<file path="src/hdl/mhfp_pkg.sv">
// Package for the message header field parser.
// Holds the transfer payload types, field type codes, result kinds and parser phase codes.
// No dependencies.
package mhfp_pkg;

    // Input transfer: one raw byte of the header field area
    typedef struct packed {
        logic [7:0] data_byte;
        logic       starts_message;
    } in_item_t;

    // Result transfer: one content byte, end-of-field mark or error
    typedef struct packed {
        logic [2:0] field_kind;
        logic [7:0] content_byte;
        logic       byte_valid;
        logic       field_last;
    } out_item_t;

    // Result handed from the parser core to the output buffer
    typedef struct packed {
        logic      valid;
        out_item_t item;
    } res_push_t;

    // Field type bytes
    localparam logic [7:0] TYPE_DESTINATION = 8'h06;
    localparam logic [7:0] TYPE_PATH        = 8'h01;
    localparam logic [7:0] TYPE_INTERFACE   = 8'h02;
    localparam logic [7:0] TYPE_METHOD      = 8'h03;
    localparam logic [7:0] TYPE_SIGNATURE   = 8'h09;

    // Result kinds
    localparam logic [2:0] KIND_DESTINATION = 3'd0;
    localparam logic [2:0] KIND_PATH        = 3'd1;
    localparam logic [2:0] KIND_INTERFACE   = 3'd2;
    localparam logic [2:0] KIND_METHOD      = 3'd3;
    localparam logic [2:0] KIND_PARAM       = 3'd4;
    localparam logic [2:0] KIND_ERROR       = 3'd5;

    // Parser phases
    localparam logic [2:0] PH_TYPE     = 3'd0;
    localparam logic [2:0] PH_STR_HDR  = 3'd1;
    localparam logic [2:0] PH_STR_BODY = 3'd2;
    localparam logic [2:0] PH_PAD      = 3'd3;
    localparam logic [2:0] PH_SIG_HDR  = 3'd4;
    localparam logic [2:0] PH_PAR_LEN  = 3'd5;
    localparam logic [2:0] PH_PAR_BODY = 3'd6;
    localparam logic [2:0] PH_ERROR    = 3'd7;

    // Header offsets
    localparam logic [31:0] STR_LEN_FIRST = 32'd4;
    localparam logic [31:0] STR_HDR_LAST  = 32'd7;
    localparam logic [31:0] SIG_COUNT_POS = 32'd4;
    localparam logic [8:0]  SIG_BLOCK_ADD = 9'd13;  // 6 fixed bytes plus round-up to 8

endpackage

</file>
<file path="src/hdl/mhfp_core.sv">
// Parser core of the message header field parser.
// Holds the parse state and computes the next state and the result for one byte.
// Depends on mhfp_pkg.
module mhfp_core (
    input  logic              aclk,
    input  logic              aresetn,
    input  logic              accept,
    input  mhfp_pkg::in_item_t item,
    output mhfp_pkg::res_push_t push
);

    logic [2:0]  phase_reg, phase_next;
    logic [2:0]  kind_reg, kind_next;
    logic [31:0] pos_reg, pos_next;
    logic [31:0] len_reg, len_next;
    logic [7:0]  params_reg, params_next;

    logic [7:0]  b;
    logic [2:0]  phase_eff;
    logic [31:0] p;
    logic [31:0] pos_dec;
    logic [31:0] sig_len;
    logic [7:0]  params_dec;
    mhfp_pkg::res_push_t res;

    assign b         = item.data_byte;
    assign phase_eff = item.starts_message ? mhfp_pkg::PH_TYPE : phase_reg;
    assign p         = pos_reg + 32'd1;
    assign pos_dec   = (pos_reg != 32'd0) ? pos_reg - 32'd1 : pos_reg;
    assign sig_len   = {23'd0, (9'(b) + mhfp_pkg::SIG_BLOCK_ADD) & 9'h1F8};
    assign params_dec = (params_reg != 8'd0) ? params_reg - 8'd1 : params_reg;

    always_comb begin
        phase_next  = phase_reg;
        kind_next   = kind_reg;
        pos_next    = pos_reg;
        len_next    = len_reg;
        params_next = params_reg;
        res         = '0;

        unique case (phase_eff)
            mhfp_pkg::PH_TYPE: begin
                pos_next = 32'd0;
                len_next = 32'd0;
                unique case (b)
                    mhfp_pkg::TYPE_DESTINATION: begin
                        kind_next  = mhfp_pkg::KIND_DESTINATION;
                        phase_next = mhfp_pkg::PH_STR_HDR;
                    end
                    mhfp_pkg::TYPE_PATH: begin
                        kind_next  = mhfp_pkg::KIND_PATH;
                        phase_next = mhfp_pkg::PH_STR_HDR;
                    end
                    mhfp_pkg::TYPE_INTERFACE: begin
                        kind_next  = mhfp_pkg::KIND_INTERFACE;
                        phase_next = mhfp_pkg::PH_STR_HDR;
                    end
                    mhfp_pkg::TYPE_METHOD: begin
                        kind_next  = mhfp_pkg::KIND_METHOD;
                        phase_next = mhfp_pkg::PH_STR_HDR;
                    end
                    mhfp_pkg::TYPE_SIGNATURE: begin
                        kind_next   = mhfp_pkg::KIND_PARAM;
                        params_next = 8'd0;
                        phase_next  = mhfp_pkg::PH_SIG_HDR;
                    end
                    default: begin
                        phase_next           = mhfp_pkg::PH_ERROR;
                        res.valid            = 1'b1;
                        res.item.field_kind  = mhfp_pkg::KIND_ERROR;
                    end
                endcase
            end
            mhfp_pkg::PH_STR_HDR: begin
                pos_next = p;
                if (p >= mhfp_pkg::STR_LEN_FIRST && p <= mhfp_pkg::STR_HDR_LAST) begin
                    // little-endian length, offset 4 lands in lane 0
                    len_next[{p[1:0], 3'b000} +: 8] = len_reg[{p[1:0], 3'b000} +: 8] | b;
                end
                if (p >= mhfp_pkg::STR_HDR_LAST) begin
                    phase_next = mhfp_pkg::PH_STR_BODY;
                    pos_next   = 32'd0;
                end
            end
            mhfp_pkg::PH_STR_BODY: begin
                res.valid           = 1'b1;
                res.item.field_kind = kind_reg;
                if (pos_reg < len_reg) begin
                    pos_next              = p;
                    res.item.content_byte = b;
                    res.item.byte_valid   = 1'b1;
                end else begin
                    // padding left after the nul so the field ends on 8 bytes
                    pos_next            = {29'd0, 3'd7 - len_reg[2:0]};
                    phase_next          = (len_reg[2:0] != 3'd7) ? mhfp_pkg::PH_PAD
                                                                 : mhfp_pkg::PH_TYPE;
                    res.item.field_last = 1'b1;
                end
            end
            mhfp_pkg::PH_PAD: begin
                pos_next = pos_dec;
                if (pos_dec == 32'd0) begin
                    phase_next = mhfp_pkg::PH_TYPE;
                end
            end
            mhfp_pkg::PH_SIG_HDR: begin
                logic [31:0] blk_len;
                logic [7:0]  cnt;
                blk_len  = len_reg;
                cnt      = params_reg;
                pos_next = p;
                if (p == mhfp_pkg::SIG_COUNT_POS) begin
                    cnt         = b;
                    blk_len     = sig_len;
                    params_next = b;
                    len_next    = sig_len;
                end
                if (p >= mhfp_pkg::SIG_COUNT_POS && (p + 32'd1) >= blk_len) begin
                    if (cnt != 8'd0) begin
                        phase_next = mhfp_pkg::PH_PAR_LEN;
                        pos_next   = 32'd0;
                        len_next   = 32'd0;
                    end else begin
                        phase_next = mhfp_pkg::PH_TYPE;
                    end
                end
            end
            mhfp_pkg::PH_PAR_LEN: begin
                len_next[{pos_reg[1:0], 3'b000} +: 8] =
                    len_reg[{pos_reg[1:0], 3'b000} +: 8] | b;
                pos_next = p;
                if (pos_reg[1:0] == 2'd3) begin
                    phase_next = mhfp_pkg::PH_PAR_BODY;
                    pos_next   = 32'd0;
                end
            end
            mhfp_pkg::PH_PAR_BODY: begin
                res.valid           = 1'b1;
                res.item.field_kind = mhfp_pkg::KIND_PARAM;
                if (pos_reg < len_reg) begin
                    pos_next              = p;
                    res.item.content_byte = b;
                    res.item.byte_valid   = 1'b1;
                end else begin
                    params_next         = params_dec;
                    res.item.field_last = 1'b1;
                    if (params_dec != 8'd0) begin
                        phase_next = mhfp_pkg::PH_PAR_LEN;
                        pos_next   = 32'd0;
                        len_next   = 32'd0;
                    end else begin
                        phase_next = mhfp_pkg::PH_TYPE;
                    end
                end
            end
            mhfp_pkg::PH_ERROR: begin
                // drop bytes until the next message start
            end
        endcase
    end

    assign push.valid = accept & res.valid;
    assign push.item  = res.item;

    always_ff @(posedge aclk) begin
        if (!aresetn) begin
            phase_reg  <= mhfp_pkg::PH_TYPE;
            kind_reg   <= 3'd0;
            pos_reg    <= 32'd0;
            len_reg    <= 32'd0;
            params_reg <= 8'd0;
        end else if (accept) begin
            phase_reg  <= phase_next;
            kind_reg   <= kind_next;
            pos_reg    <= pos_next;
            len_reg    <= len_next;
            params_reg <= params_next;
        end
    end

    a_error_silent: assert property (@(posedge aclk) disable iff (!aresetn)
        accept && !item.starts_message && phase_reg == mhfp_pkg::PH_ERROR |-> !push.valid)
        else $error("result produced while dropping bytes after an unknown type");

    a_error_sticky: assert property (@(posedge aclk) disable iff (!aresetn)
        phase_reg == mhfp_pkg::PH_ERROR && !(accept && item.starts_message)
        |=> phase_reg == mhfp_pkg::PH_ERROR)
        else $error("left error phase without a message start");

    a_error_enters: assert property (@(posedge aclk) disable iff (!aresetn)
        push.valid && push.item.field_kind == mhfp_pkg::KIND_ERROR
        |=> phase_reg == mhfp_pkg::PH_ERROR)
        else $error("error result without entering error phase");

endmodule

</file>
<file path="src/hdl/mhfp_obuf.sv">
// Output buffer of the message header field parser: result register plus skid stage.
// Lets the core keep taking bytes while a result waits on the result channel.
// Depends on mhfp_pkg.
module mhfp_obuf (
    input  logic                aclk,
    input  logic                aresetn,
    input  mhfp_pkg::res_push_t push,
    output logic                in_ready,
    output logic                m_valid,
    input  logic                m_ready,
    output mhfp_pkg::out_item_t m_data
);

    logic                main_valid_reg, main_valid_next;
    logic                skid_valid_reg, skid_valid_next;
    mhfp_pkg::out_item_t main_reg, main_next;
    mhfp_pkg::out_item_t skid_reg, skid_next;
    logic                drain;

    assign drain    = main_valid_reg & m_ready;
    assign in_ready = ~skid_valid_reg;
    assign m_valid  = main_valid_reg;
    assign m_data   = main_reg;

    always_comb begin
        main_valid_next = main_valid_reg;
        skid_valid_next = skid_valid_reg;
        main_next       = main_reg;
        skid_next       = skid_reg;
        if (drain) begin
            main_valid_next = 1'b0;
        end
        if (skid_valid_reg) begin
            // advance the skid entry once the head transfer goes out
            if (drain) begin
                main_next       = skid_reg;
                main_valid_next = 1'b1;
                skid_valid_next = 1'b0;
            end
        end else if (push.valid) begin
            if (!main_valid_reg || drain) begin
                main_next       = push.item;
                main_valid_next = 1'b1;
            end else begin
                skid_next       = push.item;
                skid_valid_next = 1'b1;
            end
        end
    end

    always_ff @(posedge aclk) begin
        if (!aresetn) begin
            main_valid_reg <= 1'b0;
            skid_valid_reg <= 1'b0;
        end else begin
            main_valid_reg <= main_valid_next;
            skid_valid_reg <= skid_valid_next;
        end
    end

    always_ff @(posedge aclk) begin
        main_reg <= main_next;
        skid_reg <= skid_next;
    end

    a_skid_behind_main: assert property (@(posedge aclk) disable iff (!aresetn)
        skid_valid_reg |-> main_valid_reg)
        else $error("skid entry held with empty result register");

    a_no_push_when_full: assert property (@(posedge aclk) disable iff (!aresetn)
        push.valid |-> !skid_valid_reg)
        else $error("result pushed into a full output buffer");

    a_skid_order: assert property (@(posedge aclk) disable iff (!aresetn)
        skid_valid_reg && drain |=> main_valid_reg && main_reg == $past(skid_reg))
        else $error("skid entry not advanced in order");

endmodule

</file>
<file path="src/hdl/message_header_field_parser.sv">
// Top level of the message header field parser.
// Instantiates the parser core (mhfp_core) and the output buffer (mhfp_obuf); uses mhfp_pkg.
//
//   channel   ports                      payload
//   input     s_valid s_ready s_data     in_item_t: data_byte, starts_message
//   result    m_valid m_ready m_data     out_item_t: field_kind, content_byte,
//                                                    byte_valid, field_last
//
// One byte is taken per cycle while s_ready is high; its result, if any, is
// registered in the output buffer and appears on the result channel from there.
// Reset (aresetn low, synchronous) puts the parser in the expect-type phase
// and empties the output buffer.
// A two-entry output buffer absorbs a stall on the result channel; s_ready
// drops only while both entries are held.
module message_header_field_parser (
    input  logic                aclk,
    input  logic                aresetn,
    input  logic                s_valid,
    output logic                s_ready,
    input  mhfp_pkg::in_item_t  s_data,
    output logic                m_valid,
    input  logic                m_ready,
    output mhfp_pkg::out_item_t m_data
);

    logic                accept;
    mhfp_pkg::res_push_t push;

    assign accept = s_valid & s_ready;

    mhfp_core u_core (
        .aclk    (aclk),
        .aresetn (aresetn),
        .accept  (accept),
        .item    (s_data),
        .push    (push)
    );

    mhfp_obuf u_obuf (
        .aclk     (aclk),
        .aresetn  (aresetn),
        .push     (push),
        .in_ready (s_ready),
        .m_valid  (m_valid),
        .m_ready  (m_ready),
        .m_data   (m_data)
    );

endmodule

</file>
<file path="config.mk">
export PLATFORM = sky130hd
export DESIGN_NAME = message_header_field_parser
export DESIGN_NICKNAME = d
export VERILOG_FILES = /design/src/hdl/mhfp_pkg.sv /design/src/hdl/mhfp_core.sv /design/src/hdl/mhfp_obuf.sv /design/src/hdl/message_header_field_parser.sv
export SDC_FILE = /design/constraint.sdc
export NUM_CORES = 1
export LEC_CHECK = 0
export ABC_AREA = 1
export BUFFER_PORTS_ARGS = -buffer_cell sky130_fd_sc_hd__buf_2
export CAP_MARGIN = 10
export CELL_PAD_IN_SITES_DETAIL_PLACEMENT = 0
export CELL_PAD_IN_SITES_GLOBAL_PLACEMENT = 1
export CORE_MARGIN = 1
export CORE_UTILIZATION = 30
export DETAILED_ROUTE_END_ITERATION = 10
export PLACE_DENSITY = 0.56
export SLEW_MARGIN = 40
export SYNTH_ARGS = -nofsm -noshare
export SYNTH_HDL_FRONTEND = slang
export SYNTH_SLANG_ARGS = --single-unit
</file>
<file path="constraint.sdc">
create_clock -name aclk -period 9.5 [get_ports aclk]
set_clock_uncertainty 0.15 [all_clocks]
set_input_delay 1.9 -clock aclk [delete_from_list [all_inputs] [get_ports aclk]]
set_output_delay 1.9 -clock aclk [all_outputs]
set_load 0.05 [all_outputs]
</file>
# Word level (Yosys, flattened, before mapping)
# Index checks and enable logic that the tools add are counted.
# W data, S select, Z words.
# op_classes
shift,6
mux,55
add_sub_neg,8
n_lt_le_gt_ge,5
eq_ne,25
n_bitwise,7
n_reduce_logical,26
# ops
cell,n
$mux W32,14
$pmux W32 S7,1
$pmux W32 S5,1
$add A32 B1 Y32 const B,2
$bwmux W32,2
$ge A32 B3 Y1 const B,2
$shift A8 B7 Y32 const A,2
$shiftx A32 B6 Y8,2
$shiftx A8 B7 Y32,2
$mux W13,4
$mux W8,5
$eq A32 B3 Y1 const B,1
$ge A32 B32 Y1,1
$le A32 B3 Y1 const B,1
$logic_not A32 Y1,1
$lt A32 B32 Y1,1
$reduce_bool A32 Y1,1
$sub A32 B1 Y32 const B,1
$mux W3,9
$pmux W8 S3,1
$reduce_bool A8 Y1,3
$pmux W3 S7,1
$eq A8 B2 Y1 const B,2
$or A8 B8 Y8,2
other kinds (40),70
# word_totals
inputBits,13
output_inout_bits,15
elab_cells,147
reg_bits,106

# Depth between registers and ports, before layout
# depth
depth_word,8
depth_mapped,40
depth_no_buf,37

# By module
# A second synthesis with hierarchy kept.
# hier_totals
hier_cells,1981
hier_area_um2,11966.5
# modules_own_cells
module,n_inst,seq_area_each_um2,area_each_um2,cells_per_inst
mhfp_core,1,1561.5,10876.7,1890
mhfp_obuf,1,820.8,1082.3,89
message_header_field_parser,1,0.0,7.5,2

# Worst setup path after synthesis
# OpenSTA, ideal clock, no wires.
# synth_timing
kind,register to register
start,register u_core.pos_reg[1]
end,register u_core.pos_reg[27]
arrival_time_ps,4930
setup_slack_ps,4288
synth_period_minus_slack_ps,5212
setup_time_ps,132
path_stages_with_launch,38
n_path_buf,3
required_time_ps,9218
path_cell_list,dfxtp_1 > clkbuf_1 > clkbuf_1 > inv_1 > ha_1 > inv_1 > nor2_4 > inv_1 > nor2_1 > nand3_1 > inv_1 > nand3_1 > nor2_1 > nand3_1 > nor2_1 > nand2_1 > nor2_2 > nand3_1 > [2 not listed] > nor3_2 > nand3_1 > xor2_1 > inv_1 > ha_1 > nand4_1 > o221a_2 > nand2_1 > nand2_1 > inv_1 > nand2_2 > nand2_4 > nand3_2 > buf_6 > nand2_1 > nand2_1 > nand2_1 > a21oi_1
# synth_via
elab_chain_cells,8
# synth_rtl
item,line,text
start: declaration,mhfp_core.sv:14,"logic [31:0] pos_reg, pos_next;"
start signal: assignment,mhfp_core.sv:175,pos_reg <= pos_next;
"parallel branches: the longest is 8 deep, another holds $add A32 B1 Y32",--,
# Parallel ways; which one is timed is not known. The select of a mux whose other input is x is not followed.
# A chain may end at the register's enable or synchronous reset.

# Worst setup path in the final report
# layout_timing
start,register u_core.pos_reg[0]
end,register u_core.pos_reg[20]
# The elaborated chain is that of the path after synthesis.

==> impl_metrics.env <==
export IMPL_outcome="completed"
export IMPL_post_cts_resized=0
export IMPL_power_density_nw_per_um2=100.7
export IMPL_pin_count=28
export IMPL_grt_overflow_total=0
export IMPL_numPlacedInstances=2430
export IMPL_path_buf_inv=5
export IMPL_slew_limit_fails=0
export IMPL_grt_antenna_before_repair=0
export IMPL_synth_compound_gate_area_share_pct=18.90
export IMPL_clock_latency_reported_for_the_late_side_of_the_worst_skew_pair_ps=400
export IMPL_setup_viol=0
export IMPL_final_critical_path_setup_slack_ps=1976
export IMPL_hold_path_class="flop to flop"
export IMPL_cts_tree="done"
export IMPL_vdd_drop_max_v=0.00008411
export IMPL_fin_cells=2446
export IMPL_cpMostUsedCell="sky130_fd_sc_hd__nand2_1"
export IMPL_post_route_cells_drive_above_1_share_pct=6.357
export IMPL_layout_nets=2015
export IMPL_critical_path_endpoint_type="flop"
export IMPL_first_iter_violations=1013
export IMPL_share_of_cell_area_taken_by_muxes_after_synthesis_pct=0
export IMPL_gpl_final_weighted_congestion=0.9346
export IMPL_clock_tree_htree_level_count=3
export IMPL_global_route_wire_length_before_repair_um=77510
export IMPL_clock_fmax_mhz=132.9
export IMPL_die_height_um=198.6
export IMPL_worstMarginPinSlew_ps=795.3
export IMPL_critical_path_top_delay_family="simple AND/OR/NAND/NOR gates"
export IMPL_routedWlPerCell_um=20.96
export IMPL_cp_data_arrival_time_ps=7640
export IMPL_hpwl_um=39820
export IMPL_grt_setup_unrepaired="no"
export IMPL_port_buffer_count=27
export IMPL_main_combinational_cell_family_by_area_after_synthesis="simple AND/OR/NAND/NOR gates"
export IMPL_worstSetupPathType="flop to flop"
export IMPL_cts_setup_buffers=0
export IMPL_synth_yosys_warnings=0
export IMPL_ys_dominant_reg_cell="sky130_fd_sc_hd__dfxtp_1"
export IMPL_net_count_of_the_mapped_netlist=2049
export IMPL_synthCells=1964
export IMPL_drt_pass1_iter_count=5
export IMPL_seq_area_frac_synth_pct=20.54
export IMPL_grt_pass1_vias=12290
export IMPL_cts_buffers_inserted=9
export IMPL_dp_worst_setup_slack_ps=2062
export IMPL_detail_route_vias_per_cell=5.306
export IMPL_grt_use_total_pct=26.44
export IMPL_crit_slowest_cell="sky130_fd_sc_hd__nand3_2"
export IMPL_static_leakage_power_uw=0.005510
export IMPL_worst_setup_hold_path_clk_slew_ps=90
export IMPL_mappedNetlistArea_sq_um=11600
export IMPL_grt_start_max_net_pins=75
export IMPL_yosys_area_share_adder_pct=7.769
export IMPL_drv_cap=0
export IMPL_setup_total_negative_slack_ps=0
export IMPL_minimum_clock_period_after_layout_ps=7524
export IMPL_design_core_area_sq_um=37840
export IMPL_netlist_cell_type_count=53
export IMPL_drt_total_wl_um=51270
export IMPL_post_synth_and_or_nand_nor_area_fraction_pct=38.28
export IMPL_ys_seq_elements=106
export IMPL_route_detailed_drc=0
export IMPL_floorplan_die_area_sq_um=39440
export IMPL_dieWidth_um=198.6
export IMPL_antenna_cells=0
export IMPL_hold_violations=0
export IMPL_syn_mean_instance_area_sq_um=5.904
export IMPL_critical_path_startpoint_type="flop"
export IMPL_antenna_left=0
export IMPL_master_cell_of_the_clock_root_buffer="sky130_fd_sc_hd__clkbuf_16"
export IMPL_layout_worst_path_cycle_share_pct=79.20
export IMPL_final_core_util_pct=32.85
export IMPL_timing_critical_path_required_ps=9610
export IMPL_cts_hold_buf=0
export IMPL_footprint_of_the_multi_input_gates_sq_um=8000
export IMPL_routed_via_count=12980
export IMPL_synth_async_reset_ratio_pct=0
export IMPL_timing_slew_headroom_pct=46.98
export IMPL_placementRows=71
export IMPL_synth_xor_area_share_pct=3.690
export IMPL_timing_critical_path_fanout_max=35
export IMPL_number_of_synthesized_flops_with_an_enable_pin=26
export IMPL_layout_area_seq_sq_um=2382
export IMPL_signed_area_change_from_the_synthesized_netlist_to_the_final_layout_pct=7.219
export IMPL_total_clock_sinks=106
export IMPL_start_util_pct=30.64
export IMPL_cts_path_max_buffers=2
export IMPL_fillers=4407
export IMPL_cpPeakStageDelay_ps=640
per-stage QoR:
stage,power (uW),hold slack (ps),area [sq um]
5_1_grt,1319,329.7,12430
2_1_floorplan,734.2,279.3,11600
3_5_place_dp,841.9,291.2,12120
4_1_cts,1267,304.7,12420
6_report,1252,302.6,12430
3_3_place_gp,842.6,289.2,12110
cell usage after synthesis (35+ instances only):
cell type / n / area share, %
sky130_fd_sc_hd__a21oi_1: 132 / 5.7
sky130_fd_sc_hd__clkbuf_1: 51 / 1.7
sky130_fd_sc_hd__dfxtp_1: 80 / 14
sky130_fd_sc_hd__ha_1: 72 / 7.8
sky130_fd_sc_hd__inv_1: 227 / 7.3
sky130_fd_sc_hd__nand2_1: 581 / 19
sky130_fd_sc_hd__nand3_1: 75 / 3.2
sky130_fd_sc_hd__nand4_1: 55 / 3.0
sky130_fd_sc_hd__nor2_1: 249 / 8.1
sky130_fd_sc_hd__o21ai_0: 93 / 4.0
sky130_fd_sc_hd__o21ai_1: 35 / 1.5
sky130_fd_sc_hd__o22ai_1: 50 / 2.7
sky130_fd_sc_hd__xor2_1: 39 / 2.9
layout by cell type (no fill, tap or decap), types with 20 or more instances in the layout:
master,Yosys,layout
sky130_fd_sc_hd__nand3_1,75,75
sky130_fd_sc_hd__a21oi_1,132,132
sky130_fd_sc_hd__nand4_1,55,55
sky130_fd_sc_hd__buf_2,25,27
sky130_fd_sc_hd__edfxtp_1,26,26
sky130_fd_sc_hd__ha_1,72,71
sky130_fd_sc_hd__dfxtp_1,80,80
sky130_fd_sc_hd__o21ai_0,93,93
sky130_fd_sc_hd__xor2_1,39,39
sky130_fd_sc_hd__or2_2,20,20
sky130_fd_sc_hd__nand2_1,581,581
sky130_fd_sc_hd__o21ai_1,35,35
sky130_fd_sc_hd__nor2_1,249,244
sky130_fd_sc_hd__inv_1,227,226
sky130_fd_sc_hd__o22ai_1,50,50
sky130_fd_sc_hd__nor3_1,23,23
power breakdown:
group	switching [uW]	internal, uW	total, uW
combinational	261	83.6	344
clock	227	191	417
sequential	9.98	481	491
total	497	755	1250
worst paths after layout:
| path | start | end | slack [ps] | depth (start not counted) |
|---|---|---|---|---|
| max | u_core.pos_reg[0] | u_core.pos_reg[20] | 1980 | 33 |
| min | u_core.kind_reg[1] | u_core.kind_reg[1] | 300 | 2 |
| max reg2reg | u_core.pos_reg[0] | u_core.pos_reg[20] | 1980 | 33 |
| min reg2reg | u_core.kind_reg[1] | u_core.kind_reg[1] | 300 | 2 |
layout make-up:
class,instances,share of cell area (%)
repair buffers,41,1.962
flip-flops and latches,106,19.16
clock inverters,7,0.6340
inverters,230,6.944
multi-input cells,1542,64.35
well taps,511,5.142
clock buffers,9,1.811
layer usage:
layer  wire length [um]  global-route usage (%)  vias to the layer above
met5                  0                       0                        -
met1              23710                   35.72                     6140
met3               2690                   3.374                       52
li1                   -                       -                     6424
met4               1088                   6.752                        0
met2              23780                   44.08                      362
kinds of logic after synthesis:
kind of cell,count (synthesis)
DFF,106
AOI/OAI and AO/OA,379
buffers and inverters,316
xor gates and xnor gates,48
and+or+nand+nor,1043
adders and majority gates,72
tightest hold or removal path: stages, from the launching register on:
cell	delay (ps)
sky130_fd_sc_hd__dfxtp_1	310
sky130_fd_sc_hd__inv_1	60
sky130_fd_sc_hd__a21oi_1	50
No activity file was read; power rests on OpenSTA's default activity.
